**src/rtl/pip_pkg.sv**
```systemverilog
`default_nettype none

package pip_pkg;

    // default sizes of the polygon store and of one coordinate
    localparam int MAX_VERTICES_DEF = 16;
    localparam int COORD_BITS_DEF   = 16;

    // fixed field and register widths
    localparam int SLOT_W     = 4;
    localparam int COUNT_W    = 5;
    localparam int CFG_DATA_W = 32;
    localparam int CFG_ADDR_W = 3;

    // register index, taken from paddr above the byte offset
    localparam logic [CFG_ADDR_W-3:0] REG_VERTEX_COUNT = '0;

    // func field codes
    localparam logic FUNC_WRITE = 1'b0;
    localparam logic FUNC_QUERY = 1'b1;

    // depth of the queue between front and back
    localparam int Q_DEPTH = 2;
    localparam int Q_PTR_W = 1;
    localparam int Q_CNT_W = 2;

    // item kind after classification
    typedef enum logic
    {
        KIND_WRITE = 1'b0,
        KIND_QUERY = 1'b1
    } kind_t;

    // head of queue as seen by the back part
    typedef struct packed
    {
        logic              valid;
        kind_t             kind;
        logic [SLOT_W-1:0] slot;
    } q_head_t;

    // back part sequencer
    typedef enum logic [1:0]
    {
        BK_IDLE  = 2'd0,
        BK_WALK  = 2'd1,
        BK_DRAIN = 2'd2
    } bk_state_t;

endpackage

`default_nettype wire

```
**src/rtl/pip_back.sv**
```systemverilog
`default_nettype none

module pip_back #(
    parameter int MAX_VERTICES = pip_pkg::MAX_VERTICES_DEF,
    parameter int COORD_BITS   = pip_pkg::COORD_BITS_DEF
) (
    input  wire logic                        clk,
    input  wire logic                        rst_n,
    input  wire logic [pip_pkg::COUNT_W-1:0] vertex_count,
    input  wire pip_pkg::q_head_t            q_head,
    input  wire logic [COORD_BITS-1:0]       q_x,
    input  wire logic [COORD_BITS-1:0]       q_y,
    output logic                             q_pop,
    output logic                             done,
    output logic                             inside_res,
    output logic                             on_boundary
);
    import pip_pkg::*;

    localparam int AW   = $clog2(MAX_VERTICES);
    localparam int CW   = $clog2(MAX_VERTICES + 1);
    localparam int CMPW = (CW > COUNT_W) ? CW : COUNT_W;
    localparam int DW   = COORD_BITS + 1;
    localparam int PW   = 2 * DW;

    // vertex store
    logic [COORD_BITS-1:0] vx_mem [MAX_VERTICES];
    logic [COORD_BITS-1:0] vy_mem [MAX_VERTICES];

    bk_state_t state_reg, state_next;
    logic [AW-1:0] idx_reg, idx_next;

    logic [COORD_BITS-1:0] px_reg, py_reg;

    logic          rd_en, rd_first, rd_last;
    logic [AW-1:0] rd_addr;
    logic          wr_en;
    logic          load_query, empty_query;

    logic [CMPW-1:0] cnt_ext, max_ext;
    logic [CW-1:0]   n_used, n_last;

    // stage 1: registered read data
    logic                  s1_v_reg, s1_first_reg, s1_last_reg;
    logic [COORD_BITS-1:0] rd_x_reg, rd_y_reg;
    logic [COORD_BITS-1:0] b_x_reg, b_y_reg;

    // stage 2: products and edge flags
    logic                 s2_v_reg, s2_last_reg;
    logic signed [PW-1:0] lhs_reg, rhs_reg;
    logic                 bbox_reg, straddle_reg, dy_pos_reg;

    logic signed [DW-1:0] dxba, dypa, dyba, dxpa;
    logic                 bbox_x, bbox_y, straddle, dy_pos;

    logic same, hit, edge_next, par_next;
    logic edge_reg, par_reg;
    logic done_reg, inside_reg, on_reg;

    // clamp the vertex count to the store depth
    assign cnt_ext = CMPW'(vertex_count);
    assign max_ext = CMPW'(MAX_VERTICES);
    assign n_used  = (cnt_ext > max_ext) ? CW'(max_ext) : CW'(cnt_ext);
    assign n_last  = CW'(n_used - 1'b1);

    // sequencer: one vertex read per cycle, last vertex first
    always_comb
    begin
        state_next  = state_reg;
        idx_next    = idx_reg;
        q_pop       = 1'b0;
        rd_en       = 1'b0;
        rd_first    = 1'b0;
        rd_last     = 1'b0;
        rd_addr     = idx_reg;
        wr_en       = 1'b0;
        load_query  = 1'b0;
        empty_query = 1'b0;
        unique case (state_reg)
            BK_IDLE:
            begin
                if (q_head.valid)
                begin
                    q_pop = 1'b1;
                    if (q_head.kind == KIND_WRITE)
                    begin
                        wr_en = 1'b1;
                    end
                    else if (n_used == '0)
                    begin
                        empty_query = 1'b1;
                    end
                    else
                    begin
                        load_query = 1'b1;
                        rd_en      = 1'b1;
                        rd_first   = 1'b1;
                        rd_addr    = n_last[AW-1:0];
                        idx_next   = '0;
                        state_next = BK_WALK;
                    end
                end
            end
            BK_WALK:
            begin
                rd_en    = 1'b1;
                rd_addr  = idx_reg;
                idx_next = idx_reg + 1'b1;
                if (idx_reg == n_last[AW-1:0])
                begin
                    rd_last    = 1'b1;
                    state_next = BK_DRAIN;
                end
            end
            BK_DRAIN:
            begin
                if (s2_v_reg && s2_last_reg)
                begin
                    state_next = BK_IDLE;
                end
            end
            default:
            begin
                state_next = BK_IDLE;
            end
        endcase
    end

    always_ff @(posedge clk or negedge rst_n)
    begin
        if (!rst_n)
        begin
            state_reg <= BK_IDLE;
            idx_reg   <= '0;
        end
        else
        begin
            state_reg <= state_next;
            idx_reg   <= idx_next;
        end
    end

    // query point
    always_ff @(posedge clk)
    begin
        if (load_query)
        begin
            px_reg <= q_x;
            py_reg <= q_y;
        end
    end

    // vertex store write and registered read
    always_ff @(posedge clk)
    begin
        if (wr_en)
        begin
            vx_mem[AW'(q_head.slot)] <= q_x;
            vy_mem[AW'(q_head.slot)] <= q_y;
        end
        if (rd_en)
        begin
            rd_x_reg <= vx_mem[rd_addr];
            rd_y_reg <= vy_mem[rd_addr];
        end
    end

    always_ff @(posedge clk or negedge rst_n)
    begin
        if (!rst_n)
        begin
            s1_v_reg     <= 1'b0;
            s1_first_reg <= 1'b0;
            s1_last_reg  <= 1'b0;
        end
        else
        begin
            s1_v_reg     <= rd_en;
            s1_first_reg <= rd_first;
            s1_last_reg  <= rd_last;
        end
    end

    // edge a = current vertex, b = previous one
    assign dxba = $signed({1'b0, b_x_reg}) - $signed({1'b0, rd_x_reg});
    assign dyba = $signed({1'b0, b_y_reg}) - $signed({1'b0, rd_y_reg});
    assign dxpa = $signed({1'b0, px_reg}) - $signed({1'b0, rd_x_reg});
    assign dypa = $signed({1'b0, py_reg}) - $signed({1'b0, rd_y_reg});

    assign bbox_x   = ((px_reg >= rd_x_reg) && (px_reg <= b_x_reg))
                   || ((px_reg >= b_x_reg) && (px_reg <= rd_x_reg));
    assign bbox_y   = ((py_reg >= rd_y_reg) && (py_reg <= b_y_reg))
                   || ((py_reg >= b_y_reg) && (py_reg <= rd_y_reg));
    assign straddle = (rd_y_reg > py_reg) != (b_y_reg > py_reg);
    assign dy_pos   = b_y_reg > rd_y_reg;

    // keep the previous vertex and form the two products
    always_ff @(posedge clk)
    begin
        if (s1_v_reg)
        begin
            b_x_reg <= rd_x_reg;
            b_y_reg <= rd_y_reg;
        end
        lhs_reg      <= dxpa * dyba;
        rhs_reg      <= dxba * dypa;
        bbox_reg     <= bbox_x && bbox_y;
        straddle_reg <= straddle;
        dy_pos_reg   <= dy_pos;
    end

    always_ff @(posedge clk or negedge rst_n)
    begin
        if (!rst_n)
        begin
            s2_v_reg    <= 1'b0;
            s2_last_reg <= 1'b0;
        end
        else
        begin
            s2_v_reg    <= s1_v_reg && !s1_first_reg;
            s2_last_reg <= s1_last_reg;
        end
    end

    // stage 3: on-edge flag and crossing parity
    assign same      = (lhs_reg == rhs_reg);
    assign hit       = dy_pos_reg ? (lhs_reg < rhs_reg) : (lhs_reg > rhs_reg);
    assign edge_next = edge_reg || (same && bbox_reg);
    assign par_next  = par_reg ^ (straddle_reg && hit);

    always_ff @(posedge clk or negedge rst_n)
    begin
        if (!rst_n)
        begin
            edge_reg <= 1'b0;
            par_reg  <= 1'b0;
            done_reg <= 1'b0;
        end
        else
        begin
            if (load_query)
            begin
                edge_reg <= 1'b0;
                par_reg  <= 1'b0;
            end
            else if (s2_v_reg)
            begin
                edge_reg <= edge_next;
                par_reg  <= par_next;
            end
            done_reg <= (s2_v_reg && s2_last_reg) || empty_query;
        end
    end

    // result register
    always_ff @(posedge clk)
    begin
        if (empty_query)
        begin
            inside_reg <= 1'b0;
            on_reg     <= 1'b0;
        end
        else if (s2_v_reg && s2_last_reg)
        begin
            inside_reg <= edge_next || par_next;
            on_reg     <= edge_next;
        end
    end

    assign done        = done_reg;
    assign inside_res  = inside_reg;
    assign on_boundary = on_reg;

endmodule

`default_nettype wire
```
**config.mk**
```make
export PLATFORM = sky130hd
export DESIGN_NAME = pip_back
export DESIGN_NICKNAME = d
export VERILOG_FILES = /design/src/rtl/pip_pkg.sv /design/src/rtl/pip_back.sv
export SDC_FILE = /design/constraint.sdc
export NUM_CORES = 2
export LEC_CHECK = 0
export BUFFER_PORTS_ARGS = -buffer_cell sky130_fd_sc_hd__clkbuf_2
export CAP_MARGIN = 20
export CORE_ASPECT_RATIO = 0.6
export CORE_UTILIZATION = 59
export CTS_CLUSTER_SIZE = 28
export DETAILED_ROUTE_END_ITERATION = 12
export HOLD_SLACK_MARGIN = 0.08
export MAX_ROUTING_LAYER = met4
export PLACE_DENSITY = 0.78
export SLEW_MARGIN = 20
export SYNTH_ARGS = -nofsm -noshare
export SYNTH_HDL_FRONTEND = slang
export SYNTH_SLANG_ARGS = --single-unit
```
**constraint.sdc**
```tcl
create_clock -name clk -period 7.9 [get_ports clk]
set_clock_uncertainty 0.05 [all_clocks]
set_input_delay 1.975 -clock clk [delete_from_list [all_inputs] [get_ports clk]]
set_output_delay 1.975 -clock clk [all_outputs]
set_load 0.02 [all_outputs]
```
==> flow_summary.json <==
{
  "port_buffers": 48,
  "synth_compound_area_share_pct": 5.276,
  "multiInputGateArea_mm2": 0.02830,
  "cp_num_buf_inv": 10,
  "synth-edff-count": 608,
  "dieWidth_um": 381.2,
  "cts-root-buf": "clkbuf_16",
  "first_iter_violations": 4050,
  "synth_xor_area_share_pct": 2.852,
  "yosysWarnings": 0,
  "synthArstFlopShare_pct": 2.014,
  "start_util_pct": 59.55,
  "groute.usage.overall_pct": 34.12,
  "clkTransAtPathRegs_ns": 0.06,
  "yosys_most_used_dff": "edfxtp_1",
  "finalWeightedCongestion": 1.061,
  "antenna_found_initial": 24,
  "hold_class": "register to register",
  "pin_count": 49,
  "cts_tree": "built",
  "vias": 34080,
  "synth.cell_area_mm2": 0.05090,
  "hold_depth": 0,
  "crit_path_start_kind": "register",
  "grt-ovfl-total": 0,
  "hold_violations": 0,
  "coreArea_mm2": 0.08547,
  "maxSlewHeadroom_pct": 25.38,
  "failed_checks": "setup timing",
  "yosysTopAreaCell": "edfxtp_1",
  "routed_wl_mm": 144.0,
  "syn_avg_cell_area_um2": 12.28,
  "dp_slack_ns": -0.4832,
  "outcome": "complete, but fails checks",
  "synth_top_family_by_area": "adder cells",
  "yosysTopAreaCellShare_pct": 35.87,
  "vias_per_cell": 5.905,
  "nets": 5499,
  "reg2reg_slack_ns": -0.13,
  "finalSetupTns_ns": -0.9313,
  "cts-htree-levels": 2,
  "fp.dieH_um": 229.5,
  "drive_gt1_share_pct": 18.76,
  "dpl_cell_area_mm2": 0.05503,
  "top_regs": "vx_mem (256), vy_mem (256)",
  "tightest_slew_ns": 1.109,
  "synthAdderAreaFrac_pct": 30.97,
  "fmax_mhz": 124.6,
  "cp-end-kind": "register",
  "first_pass_iters": 6,
  "maxSlewViolCount": 0,
  "wire_per_inst_um": 24.95,
  "crit_path_max_incr_delay_ns": 0.54,
  "cts_hold_buf": 0,
  "muxShareOfSynthArea_pct": 6.372,
  "synth_fp_nets": 5090,
  "yosysSeqAreaShare_pct": 39.43,
  "finalSetupViolCount": 12,
  "crit_slowest_cell": "fa_1",
  "syn2layout_area_growth_pct": 14.19,
  "grt_pass1_vias": 34220,
  "synthCells": 4144,
  "place_hpwl_mm": 108.8,
  "min_period_ns": 8.026,
  "synth_area_leaders": "edfxtp_1, fa_1, ha_1",
  "fill_cells": 6005,
  "cap_violations": 0,
  "synth_cell_types": 89,
  "cp.required_ns": 8.40,
  "die_area_mm2": 0.08748,
  "num_rows": 83,
  "crit_cells": 35,
  "rr_worst_depth": 35,
  "stdcell_area_mm2": 0.05812,
  "grt_max_degree": 129,
  "period_share_pct": 101.6,
  "path_delay_family": "adder cells",
  "yosys_register_bits": 695,
  "numCtsBuffers": 61,
  "drc_errors": 0,
  "crit_arrival_ns": 8.53,
  "rsz0062_at_grt": "yes",
  "ant_nets": 0,
  "insertion_delay_ns": 0.69,
  "synthSimpleGateAreaFrac_pct": 8.439,
  "grt_pass1_wl_mm": 213.3,
  "postLayoutSetupSlackWorst_ns": -0.1262,
  "cts_max_path_buffers": 3,
  "crit_type": "register to register",
  "path_max_fanout": 4,
  "seq_area_mm2": 0.02007,
  "clock_sinks": 695
}
kinds of logic (layout without fill, tap and decap cells):
| family | Yosys count | in the layout |
|---|---|---|
| buffers and inverters | 838 | 1299 |
| XOR/XNOR | 164 | 164 |
| AO/OA/AOI/OAI | 418 | 418 |
| other | 0 | 20 |
| multiplexers | 162 | 162 |
| AND/OR/NAND/NOR | 966 | 966 |
| flip-flops | 695 | 695 |
| adder cells (fa/ha/maj) | 901 | 901 |
final cells by class:
class	instances	share of cell area, %
antenna	20	0.08612
inverter	738	4.771
multi-input combinational	2611	48.70
sequential	695	34.53
clock buffer	69	2.678
timing repair buffer	446	5.890
tap	1147	2.469
clock inverter	46	0.8762
worst reg2reg max path: cells and delay by family, from the launching register on:
kind,cells,cell delay [ns]
adder cells (fa/ha/maj),9,3.70
AO/OA/AOI/OAI,11,1.96
buffers and inverters,10,1.18
flip-flops,1,0.44
XOR/XNOR,2,0.31
AND/OR/NAND/NOR,3,0.27
Yosys cell counts (all sizes together) (53+ instances only):
cell      n
nand2   323
o21ai    70
inv     736
a21oi   140
dfxtp    73
mux4    128
clkbuf   58
ha      303
a21o     58
nor2b    64
xor2     53
fa      598
edfxtp  608
xnor2   111
nor2    371
layout by cell type, fill, tap and decap left out, types with 14 or more instances in the layout:
master	n
a211oi_1	40
a21o_1	58
a21oi_1	110
a21oi_2	26
and2_1	24
and3_1	17
buf_4	374
clkbuf_16	61
clkbuf_2	48
clkinv_2	18
dfrtp_1	14
dfxtp_1	73
diode_2	20
edfxtp_1	608
fa_1	582
fa_2	16
ha_1	291
inv_1	717
inv_2	18
mux2i_1	32
mux4_2	124
nand2_1	316
nand2b_1	40
nand3_1	19
nand4_1	23
nor2_1	347
nor2b_1	62
nor3_1	23
o21a_1	25
o21ai_0	45
or2_2	21
xnor2_1	99
xor2_1	51
worst paths after layout:
kind,startpoint,to
max in group asynchronous,rst_n,idx_reg[3]
worst min-delay path,s1_last_reg,s2_last_reg
min in group asynchronous,rst_n,idx_reg[0]
worst max register to register,rd_x_reg[0],rhs_reg[32]
worst min register to register,s1_last_reg,s2_last_reg
worst max-delay path,rd_x_reg[0],rhs_reg[32]
per-stage QoR:
stage,utilization (%),hold slack [ns],instances
6_report,68.00,0.3025,5772
3_5_place_dp,64.39,0.2887,5606
4_1_cts,67.34,0.3032,5736
2_1_floorplan,-,0.2812,4144
3_3_place_gp,64.39,0.2831,5606
5_1_grt,68.00,0.3189,5772
repair_timing:
item,in CTS,in global routing
setup buffers,15,17
pin swaps,42,86
setup endpoints to repair,25,32
gates resized for setup,84,100
gates cloned,0,0
per-layer routing:
metal  global-route usage [%]  wire, um  vias to the layer above
li1                         -         -                    14610
met1                    50.08     60920                    17250
met2                    44.59     59180                     1986
met3                    12.04     20210                      241
met4                    9.563      3720                        0
met5                        -         0                        -
Power is not shown: default switching activity piles up to over one toggle a cycle in this logic, so the estimate is an artifact.
